### src/rtl/sege_pkg.sv
// Shared constants, control/status structs and a leading-zero helper for the signed gamma encoder.
package sege_pkg;

  localparam int unsigned IN_DATA_W       = 32;  // width of the value field on the input bus
  localparam int unsigned BYTE_W          = 8;
  localparam int unsigned VALUE_WIDTH_DEF = 32;

  // Commands from the controller to the datapath
  typedef struct packed {
    logic load;        // take the input transaction
    logic norm_step;   // one normalize step on the code number
    logic emit;        // emit one full byte of the code stream
    logic absorb;      // fold the remaining code bits into the partial byte
    logic flush_emit;  // emit the zero-padded partial byte
  } sege_cmd_t;

  // Status from the datapath to the controller
  typedef struct packed {
    logic in_flush;    // input transaction is a flush
    logic norm_done;   // top byte of the code number is nonzero
    logic rem_lt_k;    // remaining code bits do not fill the current byte
    logic pend_any;    // partial byte holds bits
    logic out_free;    // output register can take a byte this cycle
  } sege_stat_t;

  // Leading zeros of a byte (returns 7 for a byte of value one; caller keeps it nonzero)
  function automatic logic [2:0] lz8(input logic [7:0] b);
    logic [2:0] n;
    logic       found;
    n     = '0;
    found = 1'b0;
    for (int i = 7; i >= 0; i--) begin
      if (!found) begin
        if (b[i]) begin
          found = 1'b1;
        end else begin
          n = n + 3'd1;
        end
      end
    end
    return n;
  endfunction

endpackage

### src/rtl/sege_ctrl.sv
// Controller state machine of the signed gamma encoder.
module sege_ctrl
  import sege_pkg::*;
(
  input  logic       clk,
  input  logic       rst_n,
  input  logic       in_tvalid,
  output logic       in_tready,
  input  sege_stat_t stat,
  output sege_cmd_t  cmd
);

  localparam logic [1:0] ST_IDLE  = 2'd0;
  localparam logic [1:0] ST_NORM  = 2'd1;
  localparam logic [1:0] ST_EMIT  = 2'd2;
  localparam logic [1:0] ST_FLUSH = 2'd3;

  logic [1:0] state_r;
  logic [1:0] state_nxt;

  assign in_tready = (state_r == ST_IDLE);

  always_comb begin
    state_nxt = state_r;
    cmd       = '0;
    unique case (state_r)
      ST_IDLE: begin
        if (in_tvalid) begin
          cmd.load  = 1'b1;
          state_nxt = stat.in_flush ? ST_FLUSH : ST_NORM;
        end
      end
      ST_NORM: begin
        cmd.norm_step = 1'b1;
        if (stat.norm_done) begin
          state_nxt = ST_EMIT;
        end
      end
      ST_EMIT: begin
        if (stat.rem_lt_k) begin
          cmd.absorb = 1'b1;
          state_nxt  = ST_IDLE;
        end else if (stat.out_free) begin
          cmd.emit = 1'b1;
        end
      end
      ST_FLUSH: begin
        if (!stat.pend_any) begin
          state_nxt = ST_IDLE;
        end else if (stat.out_free) begin
          cmd.flush_emit = 1'b1;
          state_nxt      = ST_IDLE;
        end
      end
      default: begin
        state_nxt = ST_IDLE;
      end
    endcase
  end

  always_ff @(posedge clk) begin
    if (!rst_n) begin
      state_r <= ST_IDLE;
    end else begin
      state_r <= state_nxt;
    end
  end

endmodule

### src/rtl/sege_dp.sv
// Datapath of the signed gamma encoder: mapping, normalize, byte packing, output register.
module sege_dp
  import sege_pkg::*;
#(
  parameter int unsigned VALUE_WIDTH = VALUE_WIDTH_DEF
) (
  input  logic                 clk,
  input  logic                 rst_n,
  input  logic                 in_action,
  input  logic [IN_DATA_W-1:0] in_value,
  input  sege_cmd_t            cmd,
  output sege_stat_t           stat,
  input  logic                 out_tready,
  output logic                 out_tvalid,
  output logic [BYTE_W-1:0]    out_tdata,
  output logic                 out_tlast
);

  localparam int unsigned ZW = $clog2(VALUE_WIDTH);
  localparam int unsigned WW = $clog2(VALUE_WIDTH + 1);
  localparam int unsigned RW = $clog2(2 * VALUE_WIDTH);

  // Partial byte and its fill count
  logic [6:0]              pend_r,  pend_nxt;
  logic [2:0]              pcnt_r,  pcnt_nxt;
  // Code number (normalized after NORM), zeros still to send, code bits still to send
  logic [VALUE_WIDTH-1:0]  v_r,     v_nxt;
  logic [ZW-1:0]           z_r,     z_nxt;
  logic [RW-1:0]           rem_r,   rem_nxt;
  // Output register
  logic                    ovld_r,  ovld_nxt;
  logic [BYTE_W-1:0]       obyte_r, obyte_nxt;
  logic                    olast_r, olast_nxt;

  // Signed to code number mapping
  logic [VALUE_WIDTH-1:0]  raw;
  logic [VALUE_WIDTH-1:0]  mag;
  logic [VALUE_WIDTH-1:0]  mag_sat;
  logic [VALUE_WIDTH-1:0]  u;

  // Normalize
  logic [BYTE_W-1:0]       top8;
  logic [2:0]              fz;
  logic [WW-1:0]           zsum;
  logic [WW-1:0]           wv;

  // Packing
  logic [3:0]              k;
  logic                    z_ge8;
  logic                    z_ge_k;
  logic [BYTE_W-1:0]       next8;
  logic [15:0]             pack_w;
  logic [15:0]             flush_w;
  logic [15:0]             absorb_w;
  logic [3:0]              rem4;
  logic [3:0]              sh;

  assign raw     = in_value[VALUE_WIDTH-1:0];
  assign mag     = (~raw) + {{(VALUE_WIDTH-1){1'b0}}, 1'b1};
  // most negative input saturates one step toward zero
  assign mag_sat = mag[VALUE_WIDTH-1] ? {1'b0, {(VALUE_WIDTH-1){1'b1}}} : mag;
  assign u       = raw[VALUE_WIDTH-1] ? {mag_sat[VALUE_WIDTH-2:0], 1'b0}
                                      : {raw[VALUE_WIDTH-2:0], 1'b1};

  assign top8 = v_r[VALUE_WIDTH-1 -: BYTE_W];
  assign fz   = lz8(top8);
  assign zsum = WW'(z_r) + WW'(fz);
  assign wv   = WW'(VALUE_WIDTH) - zsum;

  assign k      = 4'(BYTE_W) - {1'b0, pcnt_r};
  assign z_ge8  = 32'(z_r) >= 32'(BYTE_W);
  assign z_ge_k = 32'(z_r) >= 32'(k);
  assign next8  = z_ge8 ? '0 : (top8 >> z_r[2:0]);
  assign pack_w  = ({9'd0, pend_r} << k) | {8'd0, (next8 >> pcnt_r)};
  assign flush_w = {9'd0, pend_r} << k;
  assign rem4    = rem_r[3:0];
  assign absorb_w = ({9'd0, pend_r} << rem4) | {8'd0, (next8 >> (4'(BYTE_W) - rem4))};
  assign sh      = k - {1'b0, z_r[2:0]};

  assign stat.in_flush  = in_action;
  assign stat.norm_done = |top8;
  assign stat.rem_lt_k  = 32'(rem_r) < 32'(k);
  assign stat.pend_any  = (pcnt_r != 3'd0);
  assign stat.out_free  = !ovld_r || out_tready;

  always_comb begin
    pend_nxt  = pend_r;
    pcnt_nxt  = pcnt_r;
    v_nxt     = v_r;
    z_nxt     = z_r;
    rem_nxt   = rem_r;
    ovld_nxt  = ovld_r && !out_tready;
    obyte_nxt = obyte_r;
    olast_nxt = olast_r;

    if (cmd.load) begin
      v_nxt = u;
      z_nxt = '0;
    end

    if (cmd.norm_step) begin
      if (top8 == '0) begin
        v_nxt = v_r << BYTE_W;
        z_nxt = z_r + ZW'(BYTE_W);
      end else begin
        v_nxt   = v_r << fz;
        z_nxt   = ZW'(wv - WW'(1'b1));
        rem_nxt = RW'(wv) + RW'(wv) - RW'(1'b1);
      end
    end

    if (cmd.emit) begin
      ovld_nxt  = 1'b1;
      obyte_nxt = pack_w[BYTE_W-1:0];
      olast_nxt = 32'(rem_r) < (32'(k) + 32'(BYTE_W));
      rem_nxt   = rem_r - RW'(k);
      pend_nxt  = '0;
      pcnt_nxt  = '0;
      if (z_ge_k) begin
        z_nxt = z_r - ZW'(k);
      end else begin
        v_nxt = v_r << sh;
        z_nxt = '0;
      end
    end

    if (cmd.absorb) begin
      pend_nxt = absorb_w[6:0];
      pcnt_nxt = pcnt_r + rem_r[2:0];
    end

    if (cmd.flush_emit) begin
      ovld_nxt  = 1'b1;
      obyte_nxt = flush_w[BYTE_W-1:0];
      olast_nxt = 1'b1;
      pend_nxt  = '0;
      pcnt_nxt  = '0;
    end
  end

  always_ff @(posedge clk) begin
    if (!rst_n) begin
      pend_r <= '0;
      pcnt_r <= '0;
      ovld_r <= 1'b0;
    end else begin
      pend_r <= pend_nxt;
      pcnt_r <= pcnt_nxt;
      ovld_r <= ovld_nxt;
    end
  end

  always_ff @(posedge clk) begin
    v_r     <= v_nxt;
    z_r     <= z_nxt;
    rem_r   <= rem_nxt;
    obyte_r <= obyte_nxt;
    olast_r <= olast_nxt;
  end

  assign out_tvalid = ovld_r;
  assign out_tdata  = obyte_r;
  assign out_tlast  = olast_r;

endmodule

### src/rtl/signed_elias_gamma_encoder_unit.sv
// Top level of the signed Elias gamma encoder with MSB-first byte packing.
//
//  channel | direction | payload                          | transaction
//  --------+-----------+----------------------------------+----------------------------
//  in_     | slave     | tuser = action, tdata = value    | one encode or flush item
//  out_    | master    | tdata = out_byte, tlast = last   | one packed byte
//
//  An encode runs an accept step, normalize steps (one byte of the code number per cycle,
//  fewer steps for wide code numbers), one emit step per full byte (up to 8 at
//  VALUE_WIDTH = 32; each waits while the output is stalled) and a final step that folds
//  the leftover bits into the partial byte. A flush runs an accept step and a flush step.
//  The byte emitter sets the rate.
//  Reset is synchronous, active low, and empties the partial byte and the output register.
//  A stalled output holds the byte in its register; the emitter waits for it to drain.
//  The block takes one item at a time; in_tready is high only between items.
module signed_elias_gamma_encoder_unit
  import sege_pkg::*;
#(
  parameter int unsigned VALUE_WIDTH = VALUE_WIDTH_DEF
) (
  input  logic                 clk,
  input  logic                 rst_n,
  input  logic                 in_tvalid,
  output logic                 in_tready,
  input  logic [IN_DATA_W-1:0] in_tdata,   // [31:0] value
  input  logic [0:0]           in_tuser,   // [0] action (0 encode, 1 flush)
  output logic                 out_tvalid,
  input  logic                 out_tready,
  output logic [BYTE_W-1:0]    out_tdata,  // [7:0] out_byte
  output logic                 out_tlast
);

  sege_cmd_t  cmd;
  sege_stat_t stat;

  // Sequence normalize, emit, absorb and flush steps per transaction
  sege_ctrl u_ctrl (
    .clk       (clk),
    .rst_n     (rst_n),
    .in_tvalid (in_tvalid),
    .in_tready (in_tready),
    .stat      (stat),
    .cmd       (cmd)
  );

  // Map, normalize and pack bits; hold the output byte
  sege_dp #(
    .VALUE_WIDTH (VALUE_WIDTH)
  ) u_dp (
    .clk        (clk),
    .rst_n      (rst_n),
    .in_action  (in_tuser[0]),
    .in_value   (in_tdata),
    .cmd        (cmd),
    .stat       (stat),
    .out_tready (out_tready),
    .out_tvalid (out_tvalid),
    .out_tdata  (out_tdata),
    .out_tlast  (out_tlast)
  );

  // A byte that is not the last of its item means more bytes follow: block stays busy
  a_busy_until_last: assert property (@(posedge clk) disable iff (!rst_n)
    (out_tvalid && out_tready && !out_tlast) |-> !in_tready)
    else $error("input ready while an item still has bytes to send");

  // Every accepted item occupies the block: the controller leaves idle, so in_tready falls
  a_accept_busy: assert property (@(posedge clk) disable iff (!rst_n)
    (in_tvalid && in_tready) |=> !in_tready)
    else $error("input ready right after an accepted transaction");

  // New bytes only come from the emit or flush steps, never from idle
  a_emit_not_idle: assert property (@(posedge clk) disable iff (!rst_n)
    $rose(out_tvalid) |-> $past(!in_tready))
    else $error("output byte appeared while the controller was idle");

endmodule

### config.mk
export PLATFORM = sky130hd
export DESIGN_NAME = signed_elias_gamma_encoder_unit
export DESIGN_NICKNAME = d
export VERILOG_FILES = /design/src/rtl/sege_pkg.sv /design/src/rtl/sege_ctrl.sv /design/src/rtl/sege_dp.sv /design/src/rtl/signed_elias_gamma_encoder_unit.sv
export SDC_FILE = /design/constraint.sdc
export NUM_CORES = 1
export LEC_CHECK = 0
export BUFFER_PORTS_ARGS = -buffer_cell sky130_fd_sc_hd__buf_2
export CORE_MARGIN = 5
export CORE_UTILIZATION = 50
export DETAILED_ROUTE_END_ITERATION = 6
export PLACE_DENSITY = 0.64
export REMOVE_ABC_BUFFERS = 1
export SLEW_MARGIN = 20
export SYNTH_ARGS = -nofsm -noshare
export SYNTH_HDL_FRONTEND = slang
export SYNTH_HIERARCHICAL = 1
export SYNTH_SLANG_ARGS = --single-unit
export TNS_END_PERCENT = 5
### constraint.sdc
create_clock -name clk -period 12 [get_ports clk]
set_input_delay 2.4 -clock clk [delete_from_list [all_inputs] [get_ports clk]]
set_output_delay 2.4 -clock clk [all_outputs]
set_load 0.02 [all_outputs]
# ---- Yosys cells after proc, flatten, opt, wreduce, memory -nomap -nowiden
# Index checks and enable logic that the tools add are counted.
dict set report word_totals {
  regBits 65
  in_bits 37
  wordCells 136
}
dict set report classes {
  addsub 21
  magnitude_cmp 4
  eq_ne 8
  n_shift 7
  mux 68
  bitwise_logic 4
  n_reduce_logical 15
}
# operator count
set ops {}
lappend ops {{$mux W32} 6}
lappend ops {{$mux W3} 16}
lappend ops {{$add A32 B1 Y32 const B} 1}
lappend ops {{$lt A6 B32 Y1} 1}
lappend ops {{$not A32 Y32} 1}
lappend ops {{$shl A32 B3 Y32} 1}
lappend ops {{$shl A32 B4 Y32} 1}
lappend ops {{$mux W31} 1}
lappend ops {{$mux W5} 5}
lappend ops {{$mux W1} 24}
lappend ops {{$mux W8} 3}
lappend ops {{$add A3 B1 Y3 const B} 6}
lappend ops {{$mux W6} 3}
lappend ops {{$shr A8 B3 Y8} 2}
lappend ops {{$mux W2} 7}
lappend ops {{$mux W7} 2}
lappend ops {{$logic_not A8 Y1} 1}
lappend ops {{$ne A2 B2 Y1 const B} 4}
lappend ops {{$or A8 B8 Y8} 1}
lappend ops {{$pmux W2 S4} 1}
lappend ops {{$reduce_or A8 Y1} 1}
lappend ops {{$shl A7 B4 Y8} 1}
lappend ops {{$shr A8 B4 Y7} 1}
lappend ops {{$or A7 B7 Y7} 1}
lappend ops {{31 further kinds} 36}

# ---- Depth between registers and ports, before layout
dict set report logic_depth {
  word_depth 29
  ltp_mapped 35
  depth_no_buf 33
}

# ---- Cells and area by module
# Netlist, hierarchy kept.
# module n_inst cells_per_inst area_each_um2
set by_module_without_submodules {}
lappend by_module_without_submodules {sege_dp 1 1072 8169.1}
lappend by_module_without_submodules {sege_ctrl 1 21 167.7}

# ---- Worst setup path after synthesis
# No wires, ideal clock.
dict set report synth_path {
  path_type {flip-flop to flip-flop}
  startpoint {register u_dp.v_r[31]}
  endpoint {register u_dp.z_r[4], data pin}
  arrival_time_ns 6.603
  t_required_ns 11.739
  slack_ns 5.135
  stages_incl_launch_ff 36
  period_less_slack_ns 6.865
  path_cell_list {edfxtp_1 > or2_1 > buf_2 > inv_2 > ha_1 > nor2_1 > nor2_1 > ha_1 > mux2i_1 > a21oi_1 > ha_1 > mux2_2 > ha_1 > o22ai_1 > nor2_1 > ha_1 > mux2_2 > o21ai_0 > a21oi_1 > ha_1 > nor2b_1 > mux2i_1 > mux2i_1 > mux2i_1 > xor2_1 > inv_1 > buf_2 > ha_1 > fa_1 > xnor2_1 > nand3b_1 > xnor2_1 > xnor2_1 > o21ai_0 > nand2_1 > o21ai_0}
}
dict set report synth_via {
  elab_chain_len 28
  elab_cells_between_ends 36
}
# element line
set synth_rtl {}
lappend synth_rtl {{start: declaration} sege_dp.sv:27} ;# logic [VALUE_WIDTH-1:0] v_r, v_nxt;
lappend synth_rtl {{start signal: assignment} sege_dp.sv:154} ;# v_r <= v_nxt;
lappend synth_rtl {{$mux W1} sege_pkg.sv:34} ;# if (b[i]) begin
lappend synth_rtl {{$add A1 B1 Y2} sege_pkg.sv:37} ;# n = n + 3'd1;
lappend synth_rtl {{$mux W3} sege_pkg.sv:34}
lappend synth_rtl {{$mux W3} sege_pkg.sv:33} ;# if (!found) begin
lappend synth_rtl {{$add A3 B1 Y3} sege_pkg.sv:37}
lappend synth_rtl {{$mux W3} sege_pkg.sv:34}
lappend synth_rtl {{$mux W3} sege_pkg.sv:33}
lappend synth_rtl {{$add A3 B1 Y3} sege_pkg.sv:37}
lappend synth_rtl {{(+13 left out)} n/a}
lappend synth_rtl {{$mux W3} sege_pkg.sv:33}
lappend synth_rtl {{$add A5 B3 Y6} sege_dp.sv:67} ;# assign zsum = WW'(z_r) + WW'(fz);
lappend synth_rtl {{$sub A6 B6 Y6} sege_dp.sv:68} ;# assign wv = WW'(VALUE_WIDTH) - zsum;
lappend synth_rtl {{$sub A5 B1 Y5} sege_dp.sv:107} ;# z_nxt = ZW'(wv - WW'(1'b1));
lappend synth_rtl {{$mux W5 (*)} sege_dp.sv:102} ;# if (top8 == '0) begin
lappend synth_rtl {{$mux W5 (*)} sege_dp.sv:101} ;# if (cmd.norm_step) begin
lappend synth_rtl {{$mux W5 (*)} sege_dp.sv:112} ;# if (cmd.emit) begin
lappend synth_rtl {{named net u_dp.z_nxt[4]} sege_dp.sv:28} ;# logic [ZW-1:0] z_r, z_nxt;
lappend synth_rtl {{end signal: assignment} sege_dp.sv:155} ;# z_r <= z_nxt;
lappend synth_rtl {{end: declaration} sege_dp.sv:28}
# Mark *: on every way through the listed nets, which the timed path passes. The rest lies on a longest branch.
# A chain may end at the register's enable or synchronous reset.

# ---- Final worst setup path
# Same ends and word-level chain as after synthesis.

==> impl_metrics.yaml <==
drt:
  num_vias: 8523
  ant_nets: 0
  drt_iter0_drc: 797
  routed_via_density: 6.536
  wl_um: 26730
  drc_errors: 0
  wl_per_cell_um: 20.50
  dr.pass1.iters: 5
finish:
  multiInputGateArea_um2: 6337
  syn_to_final_growth_pct: 6.529
  diodes: 0
  regArea_um2: 1511
  final_nets: 1153
  fillers: 1601
  drive_gt1_frac: 0.1292
synth:
  synth_edf_count: 21
  synth_cells: 1093
  syn_area_um2: 8337
  synth_cell_type_count: 85
  ys_seq_area_frac: 0.1813
  yosys_most_used_dff: "dfxtp_1"
  synthArstFlopShare: 0
  yosys-top-cells-area: "mux2i_1, dfxtp_1, edfxtp_1, a21oi_1, nand2_1"
  yosysWarnings: 6
  avgSynthCellArea_um2: 7.627
  synth_area_leader_cell: "mux2i_1"
  synth_top_area_frac: 0.1333
  synth_seq_cells: 65
critical_path:
  worst_path_max_delay_cell: "edfxtp_1"
  crit_top_cell: "ha_1"
  crit_fanout: 15
  worstPathRequired_ns: 12.09
  rrSetupSlack_ns: 4.16
  worstSetupPathType: "flip-flop to flip-flop"
  worstSetupEndpointType: "flip-flop"
  max_stage_delay_ns: 0.58
  arrival_ns: 7.93
  start_kind: "flip-flop"
clock_network:
  cts-resized-gates: 0
  insertion_delay_ns: 0.35
  cts_tree: "built"
  htreeDepth: 3
  cts-buffers-inserted: 9
  clockBufferDepth: 2
  path_clk_slew_ns: 0.06
  ctsHoldBuffers: 0
  clock-sinks: 65
  post_cts_buffers: 0
  cts_root_buf: "clkbuf_16"
sta:
  fmax_mhz: 127.6
  setup_viol: 0
  setup_tns_ns: 0
  worst_slack_ns: 4.165
  whs_ns: 0.4861
  tightest_slew_ns: 1.058
  period_share: 0.6530
  maxSlewViolCount: 0
  fin_skew_ns: 0.009135
  maxSlewHeadroom: 0.2943
  min_period_ns: 7.835
  final-hold-violation-count: 0
  rsz0062_at_grt: "no"
placed_design:
  port-buffer-count: 47
  dp_hpwl_um: 19150
  gp_congestion: 0.9279
  place_ws_ns: 4.226
global_route:
  antenna_found_initial: 0
  overflow: 0
  grt-busiest-layer: "met2"
  grt_pass1_wl_um: 42740
  grt_pass1_vias: 8051
  grt_max_degree: 42
  grt_util_met1: 0.3580
  use_met2: 0.4306
  met3_usage: 0.03966
  gr-usage-all-layers: 0.2683
power_and_ir_drop:
  power_density_nw_per_um2: 349.3
  vdd_ir_drop_max_mv: 0.1638
  leakagePower_nw: 3.533
outcome:
  status: "finished, final reports clean"
floorplanning:
  die_width_um: 139.1
  coreArea_um2: 16470
  io_pins: 48
  initial_utilization: 0.5063
  die-area_um2: 19360
  rows: 47
  die_y_um: 139.1
hold_path:
  hold_path.class: "flip-flop to flip-flop"
flow_run:
  max_cap_viol_count: 0
-- metrics by stage --
| step | cells | util | power [mW] | area (um^2) |
|---|---|---|---|---|
| 3_3_place_gp | 1288 | 0.5232 | 2.786 | 8615 |
| 2_1_floorplan | 1009 | - | 2.180 | 7971 |
| 6_report | 1304 | 0.5394 | 3.102 | 8881 |
| 4_1_cts | 1304 | 0.5392 | 3.047 | 8879 |
| 3_5_place_dp | 1288 | 0.5232 | 2.786 | 8615 |
| 5_1_grt | 1304 | 0.5394 | 3.336 | 8881 |
-- cell families (layout without fill, tap and decap cells) --
family                     after synthesis  in the layout  synth area share
AOI/OAI and AO/OA                      333            333            0.2638
DFF                                     65             65            0.1813
muxes                                  143            143            0.1846
and+or+nand+nor                        336            336            0.1927
xor gates and xnor gates                51             51           0.05358
adders and majority gates               37             37           0.06003
buffers and inverters                  128            119           0.06394
-- cell usage in the layout, fill, tap and decap left out, drive strengths merged, types with 26 or more instances in the layout --
| cell type | n |
|---|---|
| o21ai | 64 |
| inv | 41 |
| dfxtp | 44 |
| nor2 | 105 |
| mux2i | 111 |
| a211oi | 43 |
| a21oi | 98 |
| ha | 32 |
| xor2 | 26 |
| buf | 59 |
| nand2 | 108 |
| mux2 | 26 |
-- state kept, by name, indices dropped and copies added, names as in the netlist --
name             count
u_ctrl/state_r       2
u_dp/out_tdata       8
u_dp/out_tlast       1
u_dp/out_tvalid      1
u_dp/pcnt_r          3
u_dp/pend_r          7
u_dp/rem_r           6
u_dp/v_r            32
u_dp/z_r             5
-- worst paths after layout --
| kind | start | to | depth (start not counted) |
|---|---|---|---|
| worst min register to register | u_dp/out_tlast | u_dp/out_tlast | 1 |
| worst min-delay path | u_dp/out_tlast | u_dp/out_tlast | 1 |
| worst max-delay path | u_dp/v_r[31] | u_dp/z_r[4] | 34 |
| worst max register to register | u_dp/v_r[31] | u_dp/z_r[4] | 34 |
-- where the power goes --
group,switching (mW),leakage (nW),internal [mW]
registers,0.229,0.568,0.346
clock network,0.106,0.131,0.138
logic,1.37,2.83,0.912
total,1.71,3.53,1.40
-- cell usage after synthesis, types with 4 or more instances --
cell type / instances
or3_1: 9
o22ai_1: 11
nor2_1: 103
and3_1: 9
a211oi_1: 41
a21o_1: 10
buf_2: 10
nor3_1: 22
o41ai_1: 5
nor2b_1: 15
a31oi_1: 15
a21oi_1: 98
o21ai_0: 63
clkbuf_1: 61
o31ai_1: 8
o32ai_1: 5
ha_1: 32
a211o_1: 7
inv_1: 37
nand2b_1: 10
dfxtp_1: 44
o211ai_1: 7
fa_1: 5
nand2_1: 108
o221ai_1: 9
a221oi_1: 6
mux4_2: 6
a22oi_1: 6
mux2i_1: 111
xor2_1: 26
xnor2_1: 25
nand3_1: 23
nand4_1: 4
buf_6: 4
a221o_1: 6
mux2_2: 26
buf_1: 7
edfxtp_1: 21
-- final cells by class --
| cell class | instances | share of cell area |
|---|---|---|
| well taps | 220 | 0.03099 |
| clock inverters | 6 | 0.003945 |
| multi-input cells | 900 | 0.7136 |
| flip-flops and latches | 65 | 0.1702 |
| repair buffers | 59 | 0.03663 |
| inverters | 44 | 0.01888 |
| clock buffers | 10 | 0.02578 |
-- routing by layer --
layer  wire (um)  up-vias
li1            -     4027
met3        2036       82
met4        1088        0
met2       12330      436
met1       11270     3978
met5           0        -
-- critical path, delay by kind of cell, from the launching register on --
kind                       cells  cell delay (ns)
buffers and inverters          3             0.58
xor gates and xnor gates       4             0.78
AOI/OAI and AO/OA              6             0.99
DFF                            1             0.58
adders and majority gates      8             2.38
and+or+nand+nor                7             1.00
muxes                          6             1.27
Note: power is estimated with default switching activity, not from simulation.
